File: src/hw/rtl/udiv64_pkg.sv
// ----------------------------------------------------------------------------
// udiv64_pkg
// Shared widths and payload types for the pipelined unsigned divider.
// ----------------------------------------------------------------------------
package udiv64_pkg;

  localparam int unsigned DATA_WIDTH = 64;

  typedef struct packed {
    logic [DATA_WIDTH-1:0] dividend;
    logic [DATA_WIDTH-1:0] divisor;
  } udiv64_in_t;

  typedef struct packed {
    logic [DATA_WIDTH-1:0] quotient;
    logic [DATA_WIDTH-1:0] remainder;
  } udiv64_out_t;

  // In-flight state of one division.
  // num holds the dividend bits still to be consumed, MSB first.
  typedef struct packed {
    logic [DATA_WIDTH-1:0] rem;
    logic [DATA_WIDTH-1:0] num;
    logic [DATA_WIDTH-1:0] den;
    logic [DATA_WIDTH-1:0] quo;
  } udiv64_work_t;

endpackage

File: src/hw/rtl/udiv64_stage.sv
// ----------------------------------------------------------------------------
// udiv64_stage
// One restoring shift-subtract step with its pipeline register.
// ----------------------------------------------------------------------------
module udiv64_stage (
  input  logic                     clk,
  input  logic                     rst_n,
  input  logic                     in_valid,
  output logic                     in_ready,
  input  udiv64_pkg::udiv64_work_t in_work,
  output logic                     out_valid,
  input  logic                     out_ready,
  output udiv64_pkg::udiv64_work_t out_work
);

  logic                            valid_r;
  udiv64_pkg::udiv64_work_t        work_r;
  udiv64_pkg::udiv64_work_t        work_nxt;
  logic [udiv64_pkg::DATA_WIDTH:0]   trial;
  logic [udiv64_pkg::DATA_WIDTH+1:0] diff;
  logic                            qbit;

  assign in_ready = !valid_r || out_ready;

  // trial = carry bit, shifted remainder and next dividend bit
  assign trial = {in_work.rem, in_work.num[udiv64_pkg::DATA_WIDTH-1]};
  assign diff  = {1'b0, trial} - {2'b00, in_work.den};
  assign qbit  = !diff[udiv64_pkg::DATA_WIDTH+1];

  always_comb begin
    work_nxt     = in_work;
    work_nxt.rem = qbit ? diff[udiv64_pkg::DATA_WIDTH-1:0]
                        : trial[udiv64_pkg::DATA_WIDTH-1:0];
    work_nxt.num = {in_work.num[udiv64_pkg::DATA_WIDTH-2:0], 1'b0};
    work_nxt.quo = {in_work.quo[udiv64_pkg::DATA_WIDTH-2:0], qbit};
  end

  always_ff @(posedge clk) begin
    if (!rst_n) begin
      valid_r <= 1'b0;
    end else if (in_ready) begin
      valid_r <= in_valid;
    end
  end

  always_ff @(posedge clk) begin
    if (in_ready && in_valid) begin
      work_r <= work_nxt;
    end
  end

  assign out_valid = valid_r;
  assign out_work  = work_r;

endmodule

File: config.mk
export PLATFORM = sky130hd
export DESIGN_NAME = udiv64_stage
export DESIGN_NICKNAME = d
export VERILOG_FILES = /design/src/hw/rtl/udiv64_pkg.sv /design/src/hw/rtl/udiv64_stage.sv
export SDC_FILE = /design/constraint.sdc
export NUM_CORES = 1
export LEC_CHECK = 0
export ABC_AREA = 1
export BUFFER_PORTS_ARGS = -buffer_cell sky130_fd_sc_hd__buf_2
export CELL_PAD_IN_SITES_DETAIL_PLACEMENT = 1
export CELL_PAD_IN_SITES_GLOBAL_PLACEMENT = 1
export CORE_MARGIN = 2
export CORE_UTILIZATION = 30
export CTS_CLUSTER_SIZE = 25
export DETAILED_ROUTE_END_ITERATION = 10
export HOLD_SLACK_MARGIN = 0.05
export PLACE_DENSITY_LB_ADDON = 0.1
export SKIP_CTS_REPAIR_TIMING = 1
export SYNTH_ARGS = -nofsm -noshare
export SYNTH_HDL_FRONTEND = slang
export SYNTH_SLANG_ARGS = --single-unit
export TNS_END_PERCENT = 1
File: constraint.sdc
create_clock -name clk -period 19.2 [get_ports clk]
set_clock_uncertainty 0.2 [all_clocks]
set_input_delay 0.96 -clock clk [delete_from_list [all_inputs] [get_ports clk]]
set_output_delay 0.96 -clock clk [all_outputs]
set_load 0.05 [all_outputs]
==> reports/metrics.cfg, run 1 <==
[outcome]
outcome = complete, no violations

[logic_synthesis]
synth_xor_area_share_pct = 1.828
synthMuxAreaShare_pct = 0
yosysWarnings = 0
syn_inst = 1819
yosys.cell_types.count = 39
synth.avg_cell_area_sq_um = 8.168
synth-simple-area-share_pct = 28.36
synth_adder_area_share_pct = 5.525
synth_top_family_by_area = simple AND/OR/NAND/NOR gates
synth_fp_nets = 2144
synth_area_sq_mm = 0.01486
ys_seq_area_share_pct = 51.68
synth_compound_area_share_pct = 1.870
ys_ff_latch = 256

[power_and_ir_drop]
power_density_mw_per_mm2 = 89.76
leakage_uw = 0.01009
peakVddDrop_v = 0.00006001
power_uw = 1721

[layout]
drive_above_1_share_pct = 25.64
areaGrowthSynthToFinish_pct = 29.05
nNetsFinal = 2673
multiInputGateArea_sq_mm = 0.005599
final_cell_area_sq_mm = 0.01917
fillerInstances = 6115
register_area_sq_mm = 0.007677
fin_cells = 3044

[grt]
overflow = 0
first_global_vias = 14089
grt_usage_pct = 23.12
grt_pass1_wl_um = 87410
grt_max_degree = 173
grt_antenna_before_repair = 21

[sta]
fin_crit_sh_pct = 22.85
setup_viol = 0
slew-limit-headroom_pct = 23.16
tightest_slew_ns = 1.153
fin_tns_setup_ns = 0
maxSlewViolCount = 0
timing.fmax_ghz = 0.2280
rsz0062_at_grt = false
finalCriticalPeriod_ns = 4.386
finalHoldViolCount = 0

[place]
globalplace.congestion = 0.8977
hpwlAfterDp_um = 50540
placed_cells = 2980
placed_cell_area_sq_mm = 0.01817
port_buffers = 515

[routing]
first_pass_iters = 5
viasPerCell = 4.516
wire_per_inst_um = 19.92
drc = 0
totalWireLength_um = 60620
drt_iter0_drc = 629
vias = 13746
drtAntennaViolNets = 0

[min_path]
hp-class = in2reg
hold_path_startpoint = in_work[29]
min_delay_worst_endpoint = out_work[30]
worst_hold_path.num_cells = 1

[clock_network]
cts-root-buf = clkbuf_16
cts_tree = yes
clk_pin_slew_ns = 0.06
clkLatencyLatePin_ns = 0.56
cts_buffer_depth = 3
htreeDepth = 1
cts_buffers = 30
clock-sinks = 256

[floorplanning]
rows = 81
die_height_um = 226.5
start_util_pct = 30.35
die_area_sq_mm = 0.05132
ios = 518
core_sq_mm = 0.04895
die_x_um = 226.5

[setup_path]
crit_path_max_incr_delay_ns = 0.75
crit_path_cell_trace = buf_2 > inv_1 > ha_1 > nand2_2 > inv_1 > nand2_1 > nand2_1 > inv_2 > nand3_2 > nand2_1 > nand2_2 > nand2_1 > nand2_2 > nand2_4 > nand2_4 > nand3_1 > nand2_1
slowest_stage = nand2_4
r2r_start = out_valid
critPathArrivalTime_ns = 4.49
r2r_end = out_work[114]
crit_buf_inv = 4
r2r.worst_path.cells = 2
crit_path_start_kind = primary input
cp_top_family = simple AND/OR/NAND/NOR gates
cp-end-kind = flip-flop
regToRegSetupSlack_ns = 16.83
worstPathRequired_ns = 19.31
crit_type = in2reg
cp_max_fo = 66
path_common_cell = nand2_1

[job]
max-cap-violations = 0

-- cell usage in the layout, fill, tap and decap left out, types with 30 or more instances in the layout --
cell type | Yosys | final
edfxtp_1 | 255 | 255
inv_1 | 376 | 376
nand2_1 | 690 | 690
clkbuf_16 | 0 | 31
xor2_1 | 30 | 30
a21oi_1 | 44 | 43
buf_2 | 8 | 515
nand3_1 | 136 | 136
nor2_1 | 107 | 107
ha_1 | 64 | 64
-- worst max-delay path by stage --
stage           startpoint            end  slack (ns)  cells after the start
6_report       in_work[72]  out_work[237]       14.81                     17
5_1_grt        in_work[70]  out_work[237]       14.48                     17
4_1_cts        in_work[70]  out_work[237]       14.70                     17
3_5_place_dp   in_work[70]  out_work[237]       14.11                     17
3_3_place_gp   in_work[72]  out_work[237]       14.14                     17
2_1_floorplan     in_valid    out_work[0]        4.82                      2
-- per-stage QoR --
step           worst slack (ns)  hold WS, ns  util [%]
5_1_grt                   14.48       0.3349     39.15
4_1_cts                   14.70       0.3295     39.12
2_1_floorplan             4.821       0.8589         -
3_5_place_dp              14.11       0.3685     37.12
6_report                  14.81       0.3616     39.17
3_3_place_gp              14.14       0.3436     37.12
-- layer usage --
metal / share of wire [%] / track usage (%)
met4: 2.7 / 6.494
met3: 5.7 / 4.497
met5: 0.23 / 0
met1: 42 / 28.51
met2: 49 / 40.92
-- cells in the mapped netlist, drive strengths merged --
master	count	area share [%]
nand4	16	0.72
edfxtp	255	52
nand2	696	18
conb	1	0.025
clkbuf	7	0.18
and2	3	0.13
clkinv	1	0.025
ha	64	5.4
and3	2	0.084
dfxtp	1	0.13
nor2	118	3.2
o21bai	1	0.051
nor4	6	0.35
o21ai	5	0.17
nand3	147	5.3
a21boi	1	0.051
xnor2	1	0.059
xor2	30	1.8
inv	385	9.7
a21oi	46	1.6
nand3b	8	0.40
fa	1	0.13
buf	14	0.78
nor3	10	0.37
-- final cells by class --
type | instances | area share (%)
antenna | 9 | 0.1175
clock inverter | 20 | 0.9920
multi-input combinational | 1156 | 29.20
sequential | 256 | 40.04
timing repair buffer | 518 | 13.63
clock buffer | 35 | 4.125
inverter | 386 | 7.557
tap | 664 | 4.333
-- state kept, by name, summed over array words and instances, names as in the netlist --
signal,flops
out_valid,1
out_work,255
-- power breakdown --
part	switching, uW	internal [uW]	total [uW]
registers	10.2	670	680
logic	354	116	470
clock network	236	335	571
total	600	1120	1720
-- kinds of logic (layout without fill, tap and decap cells) --
group,count (synthesis),in the layout
flip-flops,256,256
AO/OA/AOI/OAI,53,53
AND/OR/NAND/NOR,1006,1006
buffers and inverters,407,959
other,1,10
XOR/XNOR,31,31
adder cells (fa/ha/maj),65,65
No activity file was read; power rests on OpenSTA's default activity.
==> run 2, diff against run 1 <==
==> constraint.sdc (replaced) <==
create_clock -name clk -period 4.5 [get_ports clk]
set_clock_uncertainty 0.2 [all_clocks]
set_input_delay 0.225 -clock clk [delete_from_list [all_inputs] [get_ports clk]]
set_output_delay 0.225 -clock clk [all_outputs]
set_load 0.05 [all_outputs]
==> reports/metrics.cfg, run 2 (synthesized netlist as in run 1, its figures left out) <==
[floorplanning]
die_height_um = 226.5  ; unchanged
die_area_sq_mm = 0.05132  ; unchanged
core_sq_mm = 0.04895  ; unchanged
rows = 81  ; unchanged
ios = 518  ; unchanged
start_util_pct = 30.35  ; unchanged
die_x_um = 226.5  ; unchanged

[setup_path]
worstPathRequired_ns = 4.77  ; -14.54 ns
r2r.worst_path.cells = 2  ; unchanged
cp_max_fo = 63  ; -4.5%
critPathArrivalTime_ns = 3.54  ; -0.95 ns
path_common_cell = nand2_1
slowest_stage = buf_4
r2r_end = out_work[207]
cp-end-kind = flip-flop
crit_path_cell_trace = dlygate4sd3_1 > buf_2 > ha_1 > nand2_1 > nand2_1 > nand2_1 > nand2_1 > inv_2 > nand3_2 > nand2_1 > nand2_2 > nand2_1 > nand2_2 > nand2_4 > buf_4 > nand3_1 > nand2_1
crit_path_max_incr_delay_ns = 0.63  ; -0.12 ns
crit_type = in2reg
regToRegSetupSlack_ns = 2.55  ; -14.28 ns
crit_path_start_kind = primary input
r2r_start = out_valid

[sta]
timing.fmax_ghz = 0.3063
setup_viol = 0  ; unchanged
rsz0062_at_grt = false
maxSlewViolCount = 0  ; unchanged
fin_hold_ws_ns = 0.1325  ; -0.2291 ns
finalHoldViolCount = 0  ; unchanged
fin_crit_sh_pct = 72.55
slew-limit-headroom_pct = 34.24  ; +11 points
fin_ws_ns = 1.235  ; -13.58 ns
tightest_slew_ns = 0.9865  ; -0.1661 ns
finalCriticalPeriod_ns = 3.265

[clock_network]
clkLatencyLatePin_ns = 0.57  ; about the same
htreeDepth = 1  ; unchanged
cts-root-buf = clkbuf_16
cts_buffers = 29  ; -3.3%
clock-sinks = 256  ; unchanged
cts_tree = yes
cts_buffer_depth = 3  ; unchanged
clk_pin_slew_ns = 0.06  ; about the same

[layout]
mostFrequentLayoutCell = nand2_1
areaGrowthSynthToFinish_pct = 46.22
largest_reg_flops = 255  ; unchanged
nNetsFinal = 2933  ; +9.7%
post-route-util_pct = 44.38  ; +5.2 points
drive_above_1_share_pct = 23.11  ; -2.5 points
final_cell_mix = 690 x nand2_1, 515 x buf_2, 376 x inv_1

[place]
port_buffers = 515  ; unchanged
hpwlAfterDp_um = 51360  ; +1.6%
place_ws_ns = 1.157  ; -12.95 ns
globalplace.congestion = 0.9002  ; +0.28%

[routing]
vias = 14862  ; +8.1%
wire_per_inst_um = 20.40  ; +2.5%
drtAntennaViolNets = 0  ; unchanged
drt_iter0_drc = 746  ; +19%
first_pass_iters = 5  ; unchanged
drc = 0  ; unchanged
viasPerCell = 4.505  ; -0.24%
totalWireLength_um = 67310  ; +11%

[grt]
grt_antenna_before_repair = 6  ; -71%
grt_pass1_wl_um = 88560  ; +1.3%
grt_usage_pct = 23.53  ; +0.42 points
grt_max_degree = 172  ; -0.58%
first_global_vias = 14137  ; +0.34%
overflow = 0  ; unchanged

[power_and_ir_drop]
power_uw = 7528  ; +340%
peakVddDrop_v = 0.0002672  ; +350%
leakage_uw = 0.01117  ; +11%
power_density_mw_per_mm2 = 346.5  ; +290%

[min_path]
hp-class = in2reg
hold_path_startpoint = in_work[77]
worst_hold_path.num_cells = 2  ; +1
min_delay_worst_endpoint = out_work[77]

[outcome]
outcome = complete, no violations

[job]
max-cap-violations = 0  ; unchanged

[run 2: cell count changes in the layout (fill, tap and decap cells not counted), moves of 2 or more]
cell / change
clkbuf_16: -2
buf_4: +4
clkinvlp_4: -2
clkinv_1: +4
dlygate4sd3_1: +256
inv_6: -2
diode_2: -5
[run 2: worst max path at each step]
stage | start | end | slack (ns) | cells after the start
after CTS | in_work[70] | out_work[227] | 1.81 | 17
after floorplan | out_valid | out_work[0] | -0.84 | 1
after detailed placement | in_work[70] | out_work[227] | 1.16 | 17
after global placement | in_work[70] | out_work[227] | 1.19 | 17
after global routing | in_work[70] | out_work[227] | 1.01 | 18
final | in_work[197] | out_work[227] | 1.24 | 17
[run 2: layout make-up]
cell class	count	area, sq um
clock buffers	34	744.5
fillers	6049	27230
well taps	664	830.8
inverters	386	1449
repair buffers	779	5225
multi-input cells	1156	5599
flip-flops and latches	256	7681
diodes	4	10.01
clock inverters	20	183.9
[run 2: power breakdown]
part           total (uW)  leakage, uW  switching [uW]  internal [uW]
Sequential           2910      0.00248            52.1           2860
Clock                2390     0.000460            1040           1350
Combinational        2220      0.00823            1580            645
[run 2: through the flow]
step / setup TNS, ns / area, sq um / instances
2_1_floorplan: -215.22 / 14870 / 1819
3_3_place_gp: 0 / 18220 / 2985
3_5_place_dp: 0 / 18220 / 2985
4_1_cts: 0 / 19150 / 3039
5_1_grt: 0 / 21720 / 3299
6_report: 0 / 21720 / 3299
[run 2: metal layers]
layer	vias to the layer above	GRT usage (%)	share of wire, %
met1	7111	29.20	43
met3	88	4.522	4.7
met5	-	0	0.019
li1	7270	-	-
met4	2	7.131	3.3
met2	391	41.24	49
[run 2: worst max-delay path, delay by kind of cell]
kind                     cells  cell delay (ns)
AND/OR/NAND/NOR             12             1.53
buffers and inverters        4             1.41
adder cells (fa/ha/maj)      1             0.33
==> run 3, diff against run 2 <==
==> constraint.sdc (replaced) <==
create_clock -name clk -period 3 [get_ports clk]
set_clock_uncertainty 0.2 [all_clocks]
set_input_delay 0.15 -clock clk [delete_from_list [all_inputs] [get_ports clk]]
set_output_delay 0.15 -clock clk [all_outputs]
set_load 0.05 [all_outputs]
==> reports/metrics.cfg, run 3 (synthesized netlist as in run 1, its figures left out) <==
[power_and_ir_drop]
combinationalPowerShare_pct = 27.7  ; -1.8 points
pwr-share-clk_pct = 36.9  ; +5.1 points
p_int_uw = 8238  ; +70%
seqPwrFrac_pct = 35.4  ; -3.3 points
power_density_mw_per_mm2 = 551.6  ; +59%
peakVddDrop_v = 0.0004259  ; +59%
switching_power_uw = 4106  ; +54%
p_sw_share_pct = 33.26  ; -2.2 points
leakage_uw = 0.01151  ; +3.0%

[place]
globalplace.congestion = 0.9339  ; +3.7%
place_ws_ns = 0.1075  ; -1.050 ns
port_buffers = 515  ; unchanged
placed_cell_area_sq_mm = 0.01855  ; +1.8%
hpwlAfterDp_um = 53400  ; +4.0%

[layout]
final_cell_area_sq_mm = 0.02238  ; +3.0%
nNetsFinal = 2970  ; +1.3%
areaGrowthSynthToFinish_pct = 50.62
post-route-util_pct = 45.71  ; +1.3 points
fillerInstances = 5985  ; -1.1%
final_cell_mix = 690 x nand2_1, 515 x buf_2, 376 x inv_1
largest_reg_flops = 255  ; unchanged
drive_above_1_share_pct = 24.61  ; +1.5 points
mostFrequentLayoutCell = nand2_1

[setup_path]
slowest_stage = dlygate4sd3_1
r2r.worst_path.cells = 2  ; unchanged
path_common_cell = nand2_1
crit_path_start_kind = primary input
crit_buf_inv = 4  ; unchanged
crit_path_max_incr_delay_ns = 0.58  ; -0.05 ns
cp_max_fo = 4  ; -94%
cp_top_family = simple AND/OR/NAND/NOR gates
critPathArrivalTime_ns = 2.96  ; -0.58 ns
crit_path_cell_trace = buf_2 > inv_1 > dlygate4sd3_1 > ha_1 > inv_1 > fa_1 > nand3_1 > nand3_1 > nand2_1 > nand2_1 > nand2_1 > nand2_1 > nand2_1 > nand2_1 > nand2_1 > nand3b_1 > nand3_1 > nand2_1
worstPathRequired_ns = 3.13  ; -1.64 ns
cp.depth = 18  ; +1
regToRegSetupSlack_ns = 1.10  ; -1.45 ns
crit_type = in2reg
cp-end-kind = flip-flop

[floorplanning]
die_height_um = 226.5  ; unchanged
rows = 81  ; unchanged
ios = 518  ; unchanged
die_area_sq_mm = 0.05132  ; unchanged
die_x_um = 226.5  ; unchanged
core_sq_mm = 0.04895  ; unchanged
start_util_pct = 30.35  ; unchanged

[sta]
finalCriticalPeriod_ns = 2.838
maxSlewViolCount = 0  ; unchanged
setup_viol = 0  ; unchanged
finalHoldViolCount = 0  ; unchanged
timing.fmax_ghz = 0.3524
slew-limit-headroom_pct = 61.92  ; +28 points
tightest_slew_ns = 0.5712  ; -0.4153 ns
fin_hold_ws_ns = 0.09432  ; -0.03819 ns
fin_crit_sh_pct = 94.59
fin_ws_ns = 0.1622  ; -1.073 ns

[routing]
drt_iter0_drc = 598  ; -20%
first_pass_iters = 5  ; unchanged
totalWireLength_um = 69100  ; +2.7%
drc = 0  ; unchanged
wire_per_inst_um = 20.69  ; +1.4%
viasPerCell = 4.498  ; -0.16%
drtAntennaViolNets = 0  ; unchanged
vias = 15023  ; +1.1%

[min_path]
worst_hold_path.num_cells = 2  ; unchanged
hp-class = in2reg

[clock_network]
cts_tree = yes
cts-root-buf = clkbuf_16
clk_pin_slew_ns = 0.06  ; about the same
htreeDepth = 1  ; unchanged
clock-sinks = 256  ; unchanged
cts_buffer_depth = 3  ; unchanged
cts_buffers = 31  ; +6.9%
clkLatencyLatePin_ns = 0.56  ; about the same

[grt]
grt_usage_pct = 24.13  ; +0.59 points
grt_antenna_before_repair = 6  ; unchanged
grt_max_degree = 85  ; -51%
overflow = 0  ; unchanged
grt_pass1_wl_um = 90610  ; +2.3%
first_global_vias = 14357  ; +1.6%

[outcome]
outcome = complete, no violations

[job]
max-cap-violations = 0  ; unchanged

run 3: cell types whose count changed in the layout (fill, tap and decap cells not counted), sizes merged, moves of 3 or more:
cell	before	now
buf	523	556
bufinv	3	12
clkbuf	34	31
clkinv	17	10
clkinvlp	0	3
run 3: cell type report:
class	instances	area (sq um)	share of cell area (%)
clock inverter	27	459.2	2.052
tap	664	830.8	3.713
timing repair buffer	814	5568	24.88
antenna	6	15.01	0.06710
multi-input combinational	1156	5599	25.02
sequential	256	7681	34.32
clock buffer	31	775.7	3.467
inverter	386	1449	6.475
run 3: metrics by stage:
step	TNS [ns]	cells	total power, uW
floorplan	-597.72	1819	6511
global placement	0	3018	7523
detailed placement	0	3018	7557
CTS	0	3076	12110
global route	-0.03285	3338	12850
finish	0	3340	12340
run 3: per-layer routing:
metal | up-vias | track usage, % | wire (um)
met5 | - | 0 | 13
met4 | 2 | 8.319 | 2485
met3 | 98 | 4.574 | 3382
met2 | 393 | 41.59 | 33910
met1 | 7169 | 30.16 | 29320
li1 | 7361 | - | -
run 3: power groups by stage:
stage          logic [uW]  clock network (uW)  registers (uW)
2_1_floorplan        1130                   0            5380
3_3_place_gp         3100                   0            4420
3_5_place_dp         3130                   0            4430
4_1_cts              3140                4610            4360
5_1_grt              3700                4760            4390
6_report             3420                4560            4370
run 3: path summary, 6_finish.rpt:
check / start / to
max: in_work[191] / out_work[254]
min: in_work[25] / out_work[26]
max reg2reg: out_valid / out_work[23]
min reg2reg: out_valid / out_work[43]
